**src/assert_macros.svh**
```systemverilog
// ----------------------------------------------------------------------------
// assert_macros.svh
// Shared assertion macros for the keypoint grid search block
// ----------------------------------------------------------------------------
`ifndef ASSERT_MACROS_SVH
`define ASSERT_MACROS_SVH

// property must hold at every clock edge outside reset
`define KG_ASSERT(lbl, prop) \
  lbl: assert property (@(posedge clk_i) disable iff (!rst_ni) (prop)) \
    else $error("kgas assertion failed");

// condition must never be seen outside reset
`define KG_NEVER(lbl, cond) \
  lbl: assert property (@(posedge clk_i) disable iff (!rst_ni) !(cond)) \
    else $error("kgas forbidden condition seen");

`endif

```
**src/kgas_pkg.sv**
```systemverilog
// ----------------------------------------------------------------------------
// kgas_pkg
// Constants, op codes and the command record shared by the grid search block
// ----------------------------------------------------------------------------
`default_nettype none

package kgas_pkg;

  // grid and store geometry
  localparam int GRID_COLS    = 64;
  localparam int GRID_ROWS    = 48;
  localparam int MAX_FEATURES = 1024;
  localparam int MAX_HITS     = 64;
  localparam int CELLS        = GRID_COLS * GRID_ROWS;

  localparam int CX_W   = $clog2(GRID_COLS);
  localparam int CY_W   = $clog2(GRID_ROWS);
  localparam int CELL_W = $clog2(CELLS);
  localparam int IDX_W  = $clog2(MAX_FEATURES);
  localparam int CNT_W  = IDX_W + 1;
  localparam int HIT_W  = $clog2(MAX_HITS + 1);

  // field widths
  localparam int COORD_W = 16;
  localparam int RAD_W   = 14;
  localparam int OCT_W   = 3;
  localparam int LVL_W   = 4;
  localparam int SCALE_W = 24;
  localparam int FRAC    = 24;
  localparam int KP_W    = 2 * COORD_W + OCT_W;

  // stream widths
  localparam int IN_DATA_W  = 56;
  localparam int IN_USER_W  = 2;
  localparam int OUT_DATA_W = 16;
  localparam int OUT_USER_W = 3;

  // configuration registers
  localparam int CFG_IDX_W = 1;
  localparam logic [CFG_IDX_W-1:0] CFG_X_SCALE = 1'b0;
  localparam logic [CFG_IDX_W-1:0] CFG_Y_SCALE = 1'b1;
  localparam logic [SCALE_W-1:0]   X_SCALE_RST = 24'd105025;
  localparam logic [SCALE_W-1:0]   Y_SCALE_RST = 24'd105074;

  // command queue
  localparam int FIFO_DEPTH = 2;
  localparam int FIFO_PTR_W = 1;

  typedef enum logic [1:0] {
    OP_CLEAR = 2'd0,
    OP_ADD   = 2'd1,
    OP_QUERY = 2'd2
  } op_e;

  // classified item handed from the front to the back
  typedef struct packed {
    op_e                       op;
    logic signed [COORD_W-1:0] x;
    logic signed [COORD_W-1:0] y;
    logic [OCT_W-1:0]          oct;
    logic [RAD_W-1:0]          radius;
    logic [OCT_W-1:0]          min_level;
    logic signed [LVL_W-1:0]   max_level;
    logic [CX_W-1:0]           x_lo;
    logic [CX_W-1:0]           x_hi;
    logic [CY_W-1:0]           y_lo;
    logic [CY_W-1:0]           y_hi;
    logic                      off_grid;
  } cmd_t;

endpackage

`default_nettype wire

```
**src/kgas_fifo.sv**
```systemverilog
// ----------------------------------------------------------------------------
// kgas_fifo
// Short command queue between the front and the back
// ----------------------------------------------------------------------------
`default_nettype none

module kgas_fifo import kgas_pkg::*; (
  input  logic clk_i,
  input  logic rst_ni,
  input  logic push_i,
  input  cmd_t data_i,
  output logic full_o,
  input  logic pop_i,
  output cmd_t data_o,
  output logic empty_o
);

  cmd_t                  mem_q [FIFO_DEPTH];
  logic [FIFO_PTR_W-1:0] wr_q, rd_q;
  logic [FIFO_PTR_W:0]   cnt_q;

  // entry storage
  always_ff @(posedge clk_i) begin
    if (push_i) mem_q[wr_q] <= data_i;
  end

  // pointers and fill level
  always_ff @(posedge clk_i or negedge rst_ni) begin
    if (!rst_ni) begin
      wr_q  <= '0;
      rd_q  <= '0;
      cnt_q <= '0;
    end else begin
      if (push_i) wr_q <= wr_q + 1'b1;
      if (pop_i)  rd_q <= rd_q + 1'b1;
      cnt_q <= cnt_q + (FIFO_PTR_W+1)'(push_i) - (FIFO_PTR_W+1)'(pop_i);
    end
  end

  assign full_o  = (cnt_q == (FIFO_PTR_W+1)'(FIFO_DEPTH));
  assign empty_o = (cnt_q == '0);
  assign data_o  = mem_q[rd_q];

endmodule

`default_nettype wire

```
**config.mk**
```make
export PLATFORM = sky130hd
export DESIGN_NAME = kgas_fifo
export DESIGN_NICKNAME = d
export VERILOG_FILES = /design/src/assert_macros.svh /design/src/kgas_pkg.sv /design/src/kgas_fifo.sv
export SDC_FILE = /design/constraint.sdc
export NUM_CORES = 1
export LEC_CHECK = 0
export BUFFER_PORTS_ARGS = -buffer_cell sky130_fd_sc_hd__buf_2
export CORE_ASPECT_RATIO = 0.75
export CORE_MARGIN = 1
export CORE_UTILIZATION = 50
export CTS_CLUSTER_DIAMETER = 30
export DETAILED_ROUTE_END_ITERATION = 8
export HOLD_SLACK_MARGIN = 0.1
export PLACE_DENSITY = 0.76
export SYNTH_ARGS = -nofsm -noshare
export SYNTH_HDL_FRONTEND = slang
export SYNTH_SLANG_ARGS = --single-unit
```
**constraint.sdc**
```tcl
create_clock -name clk_i -period 7.23 [get_ports clk_i]
set_clock_uncertainty 0.05 [all_clocks]
set_input_delay 0.3615 -clock clk_i [delete_from_list [all_inputs] [get_ports clk_i]]
set_output_delay 0.3615 -clock clk_i [all_outputs]
set_load 0.05 [all_outputs]
```
Word-level counts from Yosys, hierarchy flattened. Memories as Yosys holds them, arrays and structs flattened. Cells that the tools add are included.

Bits in registers: 4. Memory bits (writable): 166. Logic and storage cells: 12. Memories: 1.

Memories: mem_q (words 2, width 83, rd ports 1, clocked after Yosys merged registers in 0, write ports 1, RTL line kgas_fifo.sv:18) `cmd_t mem_q [FIFO_DEPTH];`.

Add/sub/neg operators: 4. Equal/unequal tests: 1. Mux-type cells: 2. Reduce and logical (&&, ||, !) cells: 1.

Operator list (count): $add A1 B1 Y1 const B (2); $add A2 B1 Y2 (1); $eq A2 B2 Y1 const B (1); $logic_not A2 Y1 (1); $mux W1 (2); $sub A2 B1 Y2 (1).

Depth between registers and ports, before layout.
Depth after elaboration: 2. Mapped depth: 5.

Worst setup path after synthesis. OpenSTA, ideal clock, no wires.

Path kind: flip-flop to flip-flop. Start point: register wr_q. End point: memory mem_q[0][0] (netlist name), enable pin. Setup time: 0.535 ns. Arrival: 4.082 ns. Slack: 2.563 ns. Cell stages (with the launch flop): 2. Path buffers: 0. Period minus slack after synthesis: 4.667 ns. Cells stage by stage: dfrtp_1 > nor2b_1.

RTL lines: start, declared (RTL line kgas_fifo.sv:19) `logic [FIFO_PTR_W-1:0] wr_q, rd_q;`; start signal, assigned (RTL line kgas_fifo.sv:34) `if (push_i) wr_q <= wr_q + 1'b1;`; end, declared (RTL line kgas_fifo.sv:18).

No word-level cell before the write port.

==> impl_metrics.env <==
export IMPL_first_global_vias=3602
export IMPL_post_cts_setup_buffer_count=0
export IMPL_vias=3491
export IMPL_powerDensity_mw_per_mm2=439.8
export IMPL_final_layout_size_suffix_gt1_share_pct=51.81
export IMPL_setup_tns_final_ps=0
export IMPL_synth_lib_cells_used_distinct=13
export IMPL_relSlewSlack_pct=24.09
export IMPL_grt_remaining_overflow=0
export IMPL_pin_count=172
export IMPL_grt_start_max_net_pins=84
export IMPL_synthesis_yosys_warnings=0
export IMPL_gpl_final_weighted_congestion=0.6981
export IMPL_grt_first_pass_wirelength_um=18130
export IMPL_synth_xor_area_share_pct=0.6421
export IMPL_n_antenna_cell=0
export IMPL_fillerInstances=773
export IMPL_synth_top_family_by_area="multiplexers"
export IMPL_worstSkewPairLatency_ps=410
export IMPL_synth_top_area_cell="edfxtp_1"
export IMPL_die_width_um=132.9
export IMPL_maxCapViolCount=0
export IMPL_synth_fa_ha_area_share_pct=0.3892
export IMPL_detail_route_antenna_nets=0
export IMPL_final_nets=628
export IMPL_final_number_of_setup_violating_endpoints=0
export IMPL_achievable_frequency_mhz=322.0
export IMPL_worstHoldPathType="in -> reg"
export IMPL_syn_avg_cell_area_um2=23.55
export IMPL_port_buffers=171
export IMPL_crit_path_end_kind="primary output"
export IMPL_synthCells=273
export IMPL_slew_viol_final=0
export IMPL_route_final_wire_length_um=12060
export IMPL_vdd_drop_max_mv=0.3357
export IMPL_finalHoldViolations=0
export IMPL_status="complete, no violations"
export IMPL_initialDrtViolationCount=211
export IMPL_grt_setup_unrepaired="no"
export IMPL_power_leakage_nw=3.574
export IMPL_synth_largest_type_area_fraction_pct=77.52
export IMPL_synth_compound_gate_area_share_pct=0
export IMPL_required_ps=6820
export IMPL_cts_buffer_depth=2
export IMPL_cp_slowest_stage_delay_ps=830
export IMPL_routedWlPerCell_um=16.80
export IMPL_drt_vias_per_instance=4.862
export IMPL_post_route_min_period_ps=3105
export IMPL_drc_errors=0
export IMPL_synth_area_leaders="edfxtp_1 78%, mux2_4 14%, mux2_2 4.0%, dfrtp_1 1.6%, buf_6 1.2%"
export IMPL_finalCoreUtilization_pct=71.59
export IMPL_htree_levels=4
export IMPL_cts_tree="yes"
export IMPL_grt_antenna_before_repair=0
export IMPL_worst_ep_arrival_time_ps=2690
export IMPL_detailedPlacementHpwl_um=6869
export IMPL_critical_path_peak_fanout=46
export IMPL_worst_pin_slew_ps=1139
export IMPL_layout_area_overhead_vs_synth_pct=37.98
export IMPL_clock_sinks=170
export IMPL_coreArea_mm2=0.01239
export IMPL_fin_crit_sh_pct=42.95
export IMPL_synthSimpleGateAreaFrac_pct=0.3503
export IMPL_initial_utilization_pct=51.88
export IMPL_drt_first_pass_iters=4
export IMPL_clk_pin_slew_worst_paths_ps=60
export IMPL_gr_usage_all_layers_pct=18.49
export IMPL_crit_path_cell_chain="buf_4 > mux2_2 > buf_2"
export IMPL_number_of_buffers_inserted_during_clock_tree_synthesis=17
export IMPL_die_height_um=100.2
export IMPL_start_kind="register"
export IMPL_syn_num_nets=362
export IMPL_post_synthesis_mux_area_share_pct=18.04
export IMPL_clockRootBuffer="clkbuf_16"
export IMPL_row_count=35
export IMPL_synth_seq_cells=170
export IMPL_sequential_share_of_the_synthesized_area_pct=79.08
export IMPL_netlist_area_mm2=0.006430
export IMPL_worst_path_cell_with_the_longest_stage_delay="dfrtp_4"
export IMPL_critical_path_class="reg -> out"
export IMPL_dieArea_mm2=0.01332
-- layout by cell type, fill, tap and decap left out, drive strengths merged --
master       Yosys  layout
ha               2       2
and2             1       1
clkbuf           0      20
edfxtp         166     166
dlygate4sd3      0      83
dfrtp            4       4
bufinv           0       4
clkinv           0       6
inv              2       3
xor2             2       2
nor2b            2       2
clkinvlp         0       1
buf              9     173
xor3             1       1
mux2            83      83
nor2             1       1
-- path summary, 6_finish.rpt --
kind,cells past startpoint,start,to,slack (ps)
setup / recovery,3,rd_q$_DFFE_PN0P_,data_o[82],4120
hold / removal,1,data_i[72],mem_q[0][72]$_DFFE_PP_,120
setup reg to reg,2,wr_q$_DFFE_PN0P_,mem_q[0][3]$_DFFE_PP_,4860
hold reg to reg,1,wr_q$_DFFE_PN0P_,wr_q$_DFFE_PN0P_,490
max in group asynchronous,2,rst_ni,rd_q$_DFFE_PN0P_,6700
min in group asynchronous,2,rst_ni,rd_q$_DFFE_PN0P_,290
-- synth_stat cells --
cell and instances:
and2_1 1, buf_2 2, buf_6 7, dfrtp_1 4, edfxtp_1 166, ha_1 2
inv_1 2, mux2_2 23, mux2_4 60, nor2_1 1, nor2b_1 2, xor2_1 2
xor3_1 1
-- report_power, final --
group / internal [mW] / switching (mW) / leakage [nW] / total (mW)
logic: 0.506 / 1.05 / 1.68 / 1.56
registers: 1.31 / 0.0997 / 1.60 / 1.41
clock network: 0.577 / 0.351 / 0.293 / 0.928
total: 2.40 / 1.51 / 3.57 / 3.90
-- per-stage QoR --
| stage | hold slack [ps] | instances | power (mW) | cell area, um2 | setup WS [ps] |
|---|---|---|---|---|---|
| final | 124.0 | 718 | 3.902 | 8872 | 4125 |
| after global routing | 116.0 | 718 | 4.041 | 8872 | 3980 |
| after CTS | 101.1 | 715 | 3.928 | 8842 | 4082 |
| after detailed placement | 125.7 | 603 | 2.965 | 7433 | 4529 |
| after global placement | 125.3 | 603 | 2.947 | 7433 | 4535 |
| after floorplan | 15.91 | 273 | 2.706 | 6430 | 2563 |
-- cell families after synthesis --
kind of cell / after synthesis
buf+inv: 11
simple gates: 4
fa+ha+maj: 2
mux: 83
xor+xnor: 3
flops: 170
-- cell type report --
cell class	instances	area (um2)	area share (%)
flip-flops and latches	170	5089	57.35
repair buffers	256	1702	19.18
multi-input cells	92	1259	14.19
clock buffers	20	436.7	4.922
well taps	166	207.7	2.341
clock inverters	12	171.4	1.932
inverters	2	7.507	0.08461
-- state kept, by name, summed over array words and instances, names as in the netlist --
| signal | flops |
|---|---|
| mem_q | 166 |
| rd_q | 1 |
| cnt_q | 2 |
| wr_q | 1 |
-- worst max-delay path, delay by kind of cell, from the launching register on --
kind | cells | cell delay (ps)
buf+inv | 2 | 980
mux | 1 | 420
flops | 1 | 830
-- routing by layer --
metal	up-vias	global-route usage, %	routed length (um)
met5	-	0	0
li1	1613	-	-
met3	18	6.212	890
met4	0	6.897	192
met1	1711	22.37	5046
met2	149	31.09	5930
-- timing repair --
action,in CTS,in global routing
hold buffers,80,3
gates resized for setup,0,0
hold endpoints to repair,158,6
Power figures use the tool's default switching activity.
