$ cat config.mk
export PLATFORM = sky130hd
export DESIGN_NAME = kgas_front
export DESIGN_NICKNAME = d
export VERILOG_FILES = /design/src/assert_macros.svh /design/src/kgas_pkg.sv /design/src/kgas_front.sv
export SDC_FILE = /design/constraint.sdc
export NUM_CORES = 1
export LEC_CHECK = 0
export ABC_AREA = 0
export BUFFER_PORTS_ARGS = -buffer_cell sky130_fd_sc_hd__clkbuf_2
export CELL_PAD_IN_SITES_DETAIL_PLACEMENT = 1
export CELL_PAD_IN_SITES_GLOBAL_PLACEMENT = 1
export CORE_UTILIZATION = 40
export DETAILED_ROUTE_END_ITERATION = 7
export PLACE_DENSITY_LB_ADDON = 0.1
export SYNTH_ARGS = -nofsm -noshare
export SYNTH_HDL_FRONTEND = slang
export SYNTH_SLANG_ARGS = --single-unit
$ cat constraint.sdc
create_clock -name clk_i -period 11.31 [get_ports clk_i]
set_input_delay 1.6965 -clock clk_i [delete_from_list [all_inputs] [get_ports clk_i]]
set_output_delay 1.6965 -clock clk_i [all_outputs]
set_load 0.05 [all_outputs]
$ cat src/assert_macros.svh
// ----------------------------------------------------------------------------
// assert_macros.svh
// Shared assertion macros for the keypoint grid search block
// ----------------------------------------------------------------------------
`ifndef ASSERT_MACROS_SVH
`define ASSERT_MACROS_SVH

// property must hold at every clock edge outside reset
`define KG_ASSERT(lbl, prop) \
  lbl: assert property (@(posedge clk_i) disable iff (!rst_ni) (prop)) \
    else $error("kgas assertion failed");

// condition must never be seen outside reset
`define KG_NEVER(lbl, cond) \
  lbl: assert property (@(posedge clk_i) disable iff (!rst_ni) !(cond)) \
    else $error("kgas forbidden condition seen");

`endif

$ cat src/kgas_pkg.sv
// ----------------------------------------------------------------------------
// kgas_pkg
// Constants, op codes and the command record shared by the grid search block
// ----------------------------------------------------------------------------
`default_nettype none

package kgas_pkg;

  // grid and store geometry
  localparam int GRID_COLS    = 64;
  localparam int GRID_ROWS    = 48;
  localparam int MAX_FEATURES = 1024;
  localparam int MAX_HITS     = 64;
  localparam int CELLS        = GRID_COLS * GRID_ROWS;

  localparam int CX_W   = $clog2(GRID_COLS);
  localparam int CY_W   = $clog2(GRID_ROWS);
  localparam int CELL_W = $clog2(CELLS);
  localparam int IDX_W  = $clog2(MAX_FEATURES);
  localparam int CNT_W  = IDX_W + 1;
  localparam int HIT_W  = $clog2(MAX_HITS + 1);

  // field widths
  localparam int COORD_W = 16;
  localparam int RAD_W   = 14;
  localparam int OCT_W   = 3;
  localparam int LVL_W   = 4;
  localparam int SCALE_W = 24;
  localparam int FRAC    = 24;
  localparam int KP_W    = 2 * COORD_W + OCT_W;

  // stream widths
  localparam int IN_DATA_W  = 56;
  localparam int IN_USER_W  = 2;
  localparam int OUT_DATA_W = 16;
  localparam int OUT_USER_W = 3;

  // configuration registers
  localparam int CFG_IDX_W = 1;
  localparam logic [CFG_IDX_W-1:0] CFG_X_SCALE = 1'b0;
  localparam logic [CFG_IDX_W-1:0] CFG_Y_SCALE = 1'b1;
  localparam logic [SCALE_W-1:0]   X_SCALE_RST = 24'd105025;
  localparam logic [SCALE_W-1:0]   Y_SCALE_RST = 24'd105074;

  // command queue
  localparam int FIFO_DEPTH = 2;
  localparam int FIFO_PTR_W = 1;

  typedef enum logic [1:0] {
    OP_CLEAR = 2'd0,
    OP_ADD   = 2'd1,
    OP_QUERY = 2'd2
  } op_e;

  // classified item handed from the front to the back
  typedef struct packed {
    op_e                       op;
    logic signed [COORD_W-1:0] x;
    logic signed [COORD_W-1:0] y;
    logic [OCT_W-1:0]          oct;
    logic [RAD_W-1:0]          radius;
    logic [OCT_W-1:0]          min_level;
    logic signed [LVL_W-1:0]   max_level;
    logic [CX_W-1:0]           x_lo;
    logic [CX_W-1:0]           x_hi;
    logic [CY_W-1:0]           y_lo;
    logic [CY_W-1:0]           y_hi;
    logic                      off_grid;
  } cmd_t;

endpackage

`default_nettype wire

$ cat src/kgas_front.sv
// ----------------------------------------------------------------------------
// kgas_front
// Accepts input items, holds the scale registers and turns coordinates into
// grid cells or clamped cell windows with one shared multiplier
// ----------------------------------------------------------------------------
`default_nettype none

module kgas_front import kgas_pkg::*; (
  input  logic                  clk_i,
  input  logic                  rst_ni,
  input  logic                  cfg_we_i,
  input  logic [CFG_IDX_W-1:0]  cfg_idx_i,
  input  logic [SCALE_W-1:0]    cfg_data_i,
  input  logic                  s_tvalid_i,
  output logic                  s_tready_o,
  input  logic [IN_DATA_W-1:0]  s_tdata_i,
  input  logic [IN_USER_W-1:0]  s_tuser_i,
  output logic                  push_o,
  output cmd_t                  cmd_o,
  input  logic                  full_i
);

  typedef enum logic [1:0] {F_IDLE, F_MUL, F_POST, F_PUSH} state_e;

  localparam logic [1:0] TGT_X_LO = 2'd0;
  localparam logic [1:0] TGT_X_HI = 2'd1;
  localparam logic [1:0] TGT_Y_LO = 2'd2;
  localparam logic [1:0] TGT_Y_HI = 2'd3;

  localparam logic [42:0] HALF     = 43'(1) << (FRAC - 1);
  localparam logic [42:0] ONE_LESS = (43'(1) << FRAC) - 43'(1);

  state_e             state_q;
  cmd_t               cmd_q;
  logic [1:0]         step_q;
  logic [1:0]         tgt_q;
  logic               pv_q;
  logic signed [41:0] prod_q;
  logic [SCALE_W-1:0] x_scale_q, y_scale_q;

  // scale registers
  always_ff @(posedge clk_i or negedge rst_ni) begin
    if (!rst_ni) begin
      x_scale_q <= X_SCALE_RST;
      y_scale_q <= Y_SCALE_RST;
    end else if (cfg_we_i) begin
      if (cfg_idx_i == CFG_X_SCALE) x_scale_q <= cfg_data_i;
      if (cfg_idx_i == CFG_Y_SCALE) y_scale_q <= cfg_data_i;
    end
  end

  // operand selection for the current step
  logic               is_query;
  logic [1:0]         tgt, last_step;
  logic signed [16:0] x_ext, y_ext, r_ext, opnd;
  logic [SCALE_W-1:0] scale;
  logic signed [41:0] prod;

  always_comb begin
    is_query  = (cmd_q.op == OP_QUERY);
    last_step = is_query ? 2'd3 : 2'd1;
    tgt       = is_query ? step_q : {step_q[0], 1'b0};
    x_ext     = {cmd_q.x[COORD_W-1], cmd_q.x};
    y_ext     = {cmd_q.y[COORD_W-1], cmd_q.y};
    r_ext     = {3'b000, cmd_q.radius};
    case (tgt)
      TGT_X_LO: opnd = is_query ? (x_ext - r_ext) : x_ext;
      TGT_X_HI: opnd = x_ext + r_ext;
      TGT_Y_LO: opnd = is_query ? (y_ext - r_ext) : y_ext;
      TGT_Y_HI: opnd = y_ext + r_ext;
      default:  opnd = x_ext;
    endcase
    scale = tgt[1] ? y_scale_q : x_scale_q;
    prod  = opnd * $signed({1'b0, scale});
  end

  // rounding, range check and clamping of the registered product
  logic [42:0]        bias;
  logic signed [42:0] psum;
  logic signed [18:0] pcell, lim_m1, pval;
  logic               oob;

  always_comb begin
    if (!is_query) bias = prod_q[41] ? (HALF - 43'(1)) : HALF;
    else if (tgt_q[0]) bias = ONE_LESS;
    else bias = '0;
    psum   = {prod_q[41], prod_q} + $signed(bias);
    pcell  = psum[42:FRAC];
    lim_m1 = tgt_q[1] ? 19'(GRID_ROWS - 1) : 19'(GRID_COLS - 1);
    if (!is_query) begin
      oob  = (pcell < 0) || (pcell > lim_m1);
      pval = pcell;
    end else if (!tgt_q[0]) begin
      oob  = pcell > lim_m1;
      pval = (pcell < 0) ? '0 : pcell;
    end else begin
      oob  = pcell < 0;
      pval = (pcell > lim_m1) ? lim_m1 : pcell;
    end
  end

  // item sequencer
  always_ff @(posedge clk_i or negedge rst_ni) begin
    if (!rst_ni) begin
      state_q <= F_IDLE;
      step_q  <= '0;
      pv_q    <= 1'b0;
    end else begin
      pv_q <= (state_q == F_MUL);
      if (pv_q) begin
        cmd_q.off_grid <= cmd_q.off_grid | oob;
        case (tgt_q)
          TGT_X_LO: cmd_q.x_lo <= pval[CX_W-1:0];
          TGT_X_HI: cmd_q.x_hi <= pval[CX_W-1:0];
          TGT_Y_LO: cmd_q.y_lo <= pval[CY_W-1:0];
          default:  cmd_q.y_hi <= pval[CY_W-1:0];
        endcase
      end
      case (state_q)
        F_IDLE: begin
          if (s_tvalid_i) begin
            cmd_q.op        <= op_e'(s_tuser_i);
            cmd_q.x         <= s_tdata_i[15:0];
            cmd_q.y         <= s_tdata_i[31:16];
            cmd_q.oct       <= s_tdata_i[34:32];
            cmd_q.radius    <= s_tdata_i[48:35];
            cmd_q.min_level <= s_tdata_i[51:49];
            cmd_q.max_level <= s_tdata_i[55:52];
            cmd_q.off_grid  <= 1'b0;
            step_q          <= '0;
            if (s_tuser_i == OP_ADD || s_tuser_i == OP_QUERY) state_q <= F_MUL;
            else state_q <= F_PUSH;
          end
        end
        F_MUL: begin
          prod_q <= prod;
          tgt_q  <= tgt;
          if (step_q == last_step) state_q <= F_POST;
          else step_q <= step_q + 2'd1;
        end
        F_POST: state_q <= F_PUSH;
        F_PUSH: if (!full_i) state_q <= F_IDLE;
        default: state_q <= F_IDLE;
      endcase
    end
  end

  assign s_tready_o = (state_q == F_IDLE);
  assign push_o     = (state_q == F_PUSH) && !full_i;
  assign cmd_o      = cmd_q;

endmodule

`default_nettype wire

# Word level (Yosys, flattened, before mapping)
# Cells that the tools add are included.
# word_totals
output_inout_bits	85
reg_bits	180
in_bits	88
# classes
n_eq_ne	16
n_reduce_logical	19
addsub	6
bitwise_logic	3
mul	1
muxes	27
n_lt_le_gt_ge	2
# op_table
operator	count
24-bit 2-to-1 mux	4
17-bit case mux with 4 select lines	1
42-bit by 25-bit adder with 43-bit output	1
17-bit by 25-bit multiplier with 42-bit output	1
16-bit by 15-bit adder with 17-bit output	2
17-bit 2-to-1 mux	2
16-bit by 15-bit subtractor with 17-bit output	2
6-bit 2-to-1 mux	4
3-bit AND reduction	7
19-bit by 7-bit greater-than comparator with 1-bit output	1
19-bit by 1-bit < comparator with 1-bit output (second input constant)	1
2-bit 2-to-1 mux	8
2-bit equality test (second input constant)	7
2-bit by 1-bit equality test with 1-bit output (second input constant)	4
2-bit case mux with 4 select lines	1
2-bit zero test	3
2-bit != test (second input constant)	3
2-bit AND reduction	3
1-bit 2-to-1 mux	5
5-bit 2-to-1 mux	1
2-bit case mux with 2 select lines	1
3-bit OR reduction	1
2-bit by 1-bit adder with 2-bit output (second input constant)	1
2-bit equality test	1
other kinds (7)	9

# Logic depth before layout (Yosys ltp)
# logic_depth
word_depth	10
mapped_depth	45

# Worst setup path before layout
# Ideal clock, no wire load.
# synth_timing
path_type	register to register
startpoint	reg cmd_q (netlist bit cmd_o[82])
endpoint	reg prod_q[41] (data pin)
path_buffers	3
synth_period_minus_slack_ps	10067
setup_ps	260
arrival_ps	9807
path_stages_with_launch	39
path_slack_ps	1243
path_cell_list	edfxtp_1 nor2b_1 buf_2 nand2_1 inv_2 nand2_1 clkbuf_1 mux2_2 ha_1 a21o_1 a21oi_1 nor2b_1 o21a_1 o211ai_1 o21ai_1 o311ai_0 o31a_1 and2_0 (+3 left out) inv_1 fa_1 fa_1 fa_1 fa_1 inv_1 fa_1 inv_1 ha_1 nand4_1 or2_2 a211oi_1 o311ai_1 o21ai_1 nand3_1 o31ai_1 a31oi_1 xnor2_1
# synth_via
elab_chain_cells	5
elab_cells_between_ends	11
# synth_lines
element	line_no	rtl
start: declaration	kgas_front.sv:34	cmd_t cmd_q;
2-bit equality test (*)	kgas_front.sv:60	is_query = (cmd_q.op == OP_QUERY);
2-bit 2-to-1 mux (*)	kgas_front.sv:62	tgt = is_query ? step_q : {step_q[0], 1'b0};
net tgt[0]	kgas_front.sv:54	logic [1:0] tgt, last_step;
2-bit equality test, or another cell as far along	kgas_front.sv:66	case (tgt)
17-bit case mux with 4 select lines (*)	kgas_front.sv:66	
17-bit by 25-bit multiplier with 42-bit output (*)	kgas_front.sv:74	prod = opnd * $signed({1'b0, scale});
net prod[41]	kgas_front.sv:57	logic signed [41:0] prod;
end signal: assignment	kgas_front.sv:136	prod_q <= prod;
end: declaration	kgas_front.sv:38	logic signed [41:0] prod_q;
# The timed path passes the listed nets; every way through them passes the cells marked *.
# A chain may end at the register's enable or synchronous reset.

# Worst setup path in the final report
# Ends and elaborated chain as after synthesis.

==> results.json <==
{
  "placementRows": 88,
  "crit_path_end_kind": "flip-flop",
  "setup_tns_ns": 0,
  "drc": 0,
  "vias": 18100,
  "final_nets": 3286,
  "period_share": 0.927,
  "grtUsageTotal": 0.241,
  "grt_max_degree": 59,
  "dieArea_sq_um": 59900,
  "tightest_slew_ns": 1.26,
  "htree_num_levels": 4,
  "fin_util": 0.450,
  "setup_viol": 0,
  "synth_area_sq_um": 23600,
  "tritoncts": "yes",
  "antenna_cells": 0,
  "outcome": "finished, final reports clean",
  "synth-seq-area-share": 0.219,
  "wl_per_cell_um": 20.5,
  "wirelength_um": 70300,
  "hpwlAfterDp_um": 57900,
  "cts_hold_repair.buffers": 0,
  "drtIter0Drc": 804,
  "maxSlewHeadroom": 0.135,
  "clock_skew_ns": 0.0201,
  "synth.distinct_cells": 79,
  "cap_violations": 0,
  "port_buffers": 172,
  "drv_slew": 0,
  "critPathLaunchType": "flip-flop",
  "cts-resized-gates": 0,
  "syn_nets": 3125,
  "synthCells": 2493,
  "antenna_found_initial": 2,
  "cts_root_buffer": "clkbuf_16",
  "core_sq_um": 57900,
  "mostFrequentLayoutCells": "431 x inv_1, 346 x nand2_1, 332 x fa_1, 252 x nor2_1, 212 x ha_1",
  "drtAntennaViolNets": 0,
  "cts_setup_buffers": 0,
  "first_pass_iters": 5,
  "gp_congestion": 0.888,
  "viasPerCell": 5.26,
  "critPathMaxStageDelay_ns": 0.55,
  "hold_viol": 0,
  "cts_buffer_depth": 2,
  "clk_latency_ns": 0.49,
  "holdWs_ns": 0.538,
  "die_h_um": 245,
  "path_class": "flip-flop to flip-flop",
  "synthArstFlopShare": 0.294,
  "period_needed_ns": 10.48,
  "synth_top_flop_cell": "edfxtp_1",
  "drive_gt1_frac": 0.133,
  "critPathArrivalTime_ns": 10.70,
  "ios": 173,
  "avgSynthCellArea_sq_um": 9.45,
  "clock.fmax_mhz": 95.4,
  "grt_pass1_vias": 19800,
  "fp.dieW_um": 245,
  "cts-buffers-inserted": 17,
  "required_ns": 11.53,
  "final_common_cell": "inv_1",
  "grt_pass1_wl_um": 111000,
  "synth_edf_count": 127,
  "rsz0062_at_grt": "false",
  "ys_seq_elements": 180,
  "overflow": 0,
  "crit_top_cell": "fa_1",
  "cp_slowest_cell": "fa_1",
  "worstHoldPathType": "flip-flop to flip-flop",
  "synth_warnings": 0,
  "cp_max_fo": 10,
  "clkTransAtPathRegs_ns": 0.08,
  "area_growth_pct": 10.5,
  "cts_sinks": 180,
  "initial_core_util": 0.407
}
-- state kept, by name (all words and copies together), names as in the netlist --
name / flops
prod_q: 42
cmd_o: 83
tgt_q: 2
pv_q: 1
x_scale_q: 24
y_scale_q: 24
step_q: 2
state_q: 2
-- stage by stage --
step,setup slack (ns),area (sq um),std cells
2_1_floorplan,1.24,23600,2493
3_3_place_gp,1.18,25400,3400
3_5_place_dp,0.778,25400,3400
4_1_cts,0.731,26000,3432
5_1_grt,0.0690,26000,3432
6_report,0.830,26000,3432
-- worst max-delay path: cells and delay by family, from the launching register on --
family	cells	cell delay, ns
AO/OA/AOI/OAI	12	2.82
XOR/XNOR	1	0.14
adder cells (fa/ha/maj)	8	3.85
buffers and inverters	6	0.74
flip-flops	1	0.45
multiplexers	1	0.43
AND/OR/NAND/NOR	9	1.77
-- cells by family after synthesis --
group	after synthesis	share of synthesized area
buffers and inverters	502	0.0807
XOR/XNOR	77	0.0286
AO/OA/AOI/OAI	282	0.0793
adder cells (fa/ha/maj)	544	0.395
flip-flops	180	0.219
multiplexers	99	0.0477
AND/OR/NAND/NOR	809	0.150
-- metal layers --
layer	track usage	routed length, um	vias to the layer above
li1	-	-	8334
met1	0.338	33400	9346
met2	0.397	33200	332
met3	0.0272	2570	54
met4	0.0601	1210	0
met5	0	0	-
-- final timing paths --
kind                       cells after the start  slack (ns)                   endpoint                startpoint
min reg2reg                                    1        0.54   x_scale_q[4]$_DFFE_PN0P_  x_scale_q[4]$_DFFE_PN0P_
max                                           37        0.83       prod_q[41]$_DFFE_PP_       cmd_o[82]$_DFFE_PP_
max in group asynchronous                      3        9.28  y_scale_q[16]$_DFFE_PN1P_                    rst_ni
min                                            1        0.54   x_scale_q[4]$_DFFE_PN0P_  x_scale_q[4]$_DFFE_PN0P_
min in group asynchronous                      2        1.21  y_scale_q[19]$_DFFE_PN0P_                    rst_ni
max reg2reg                                   37        0.83       prod_q[41]$_DFFE_PP_       cmd_o[82]$_DFFE_PP_
-- area by class of cell --
class,count,area (sq um)
multi-input combinational,1811,16500
fill,6744,31900
clock inverter,15,181
inverter,434,1630
tap,765,957
timing repair buffer,210,1150
sequential,180,5160
clock buffer,17,425
-- cell usage after synthesis (4+ instances only) --
master,n,share of area
mux4_2,4,0.0038
o31ai_1,6,0.0019
o21ai_1,20,0.0042
nand3b_1,5,0.0016
xor2_1,22,0.0082
and3_1,17,0.0045
a211oi_1,10,0.0032
o21ai_0,45,0.0096
edfxtp_1,127,0.16
xnor2_1,55,0.020
buf_2,7,0.0015
o21bai_1,10,0.0032
nand4_1,9,0.0024
nand2b_1,40,0.011
a21oi_1,78,0.017
a21o_1,27,0.0086
buf_1,5,0.00080
nor3_1,26,0.0055
nand3_1,37,0.0079
clkbuf_1,55,0.0088
nand2_1,346,0.055
o211ai_1,14,0.0045
dfrtp_1,37,0.039
or2_1,9,0.0024
o21a_1,14,0.0045
mux2i_1,32,0.014
or3_1,11,0.0029
dfstp_2,16,0.018
a31oi_1,10,0.0027
a21boi_1,4,0.0013
and2_1,17,0.0045
ha_1,212,0.11
nor2_1,252,0.040
nor2b_1,16,0.0042
fa_1,332,0.28
mux2_2,62,0.030
or2_2,5,0.0013
inv_1,431,0.069
Power is left out: the tool's default activity adds up to more than one toggle a clock period on the data nets, which glitch-free logic cannot reach.
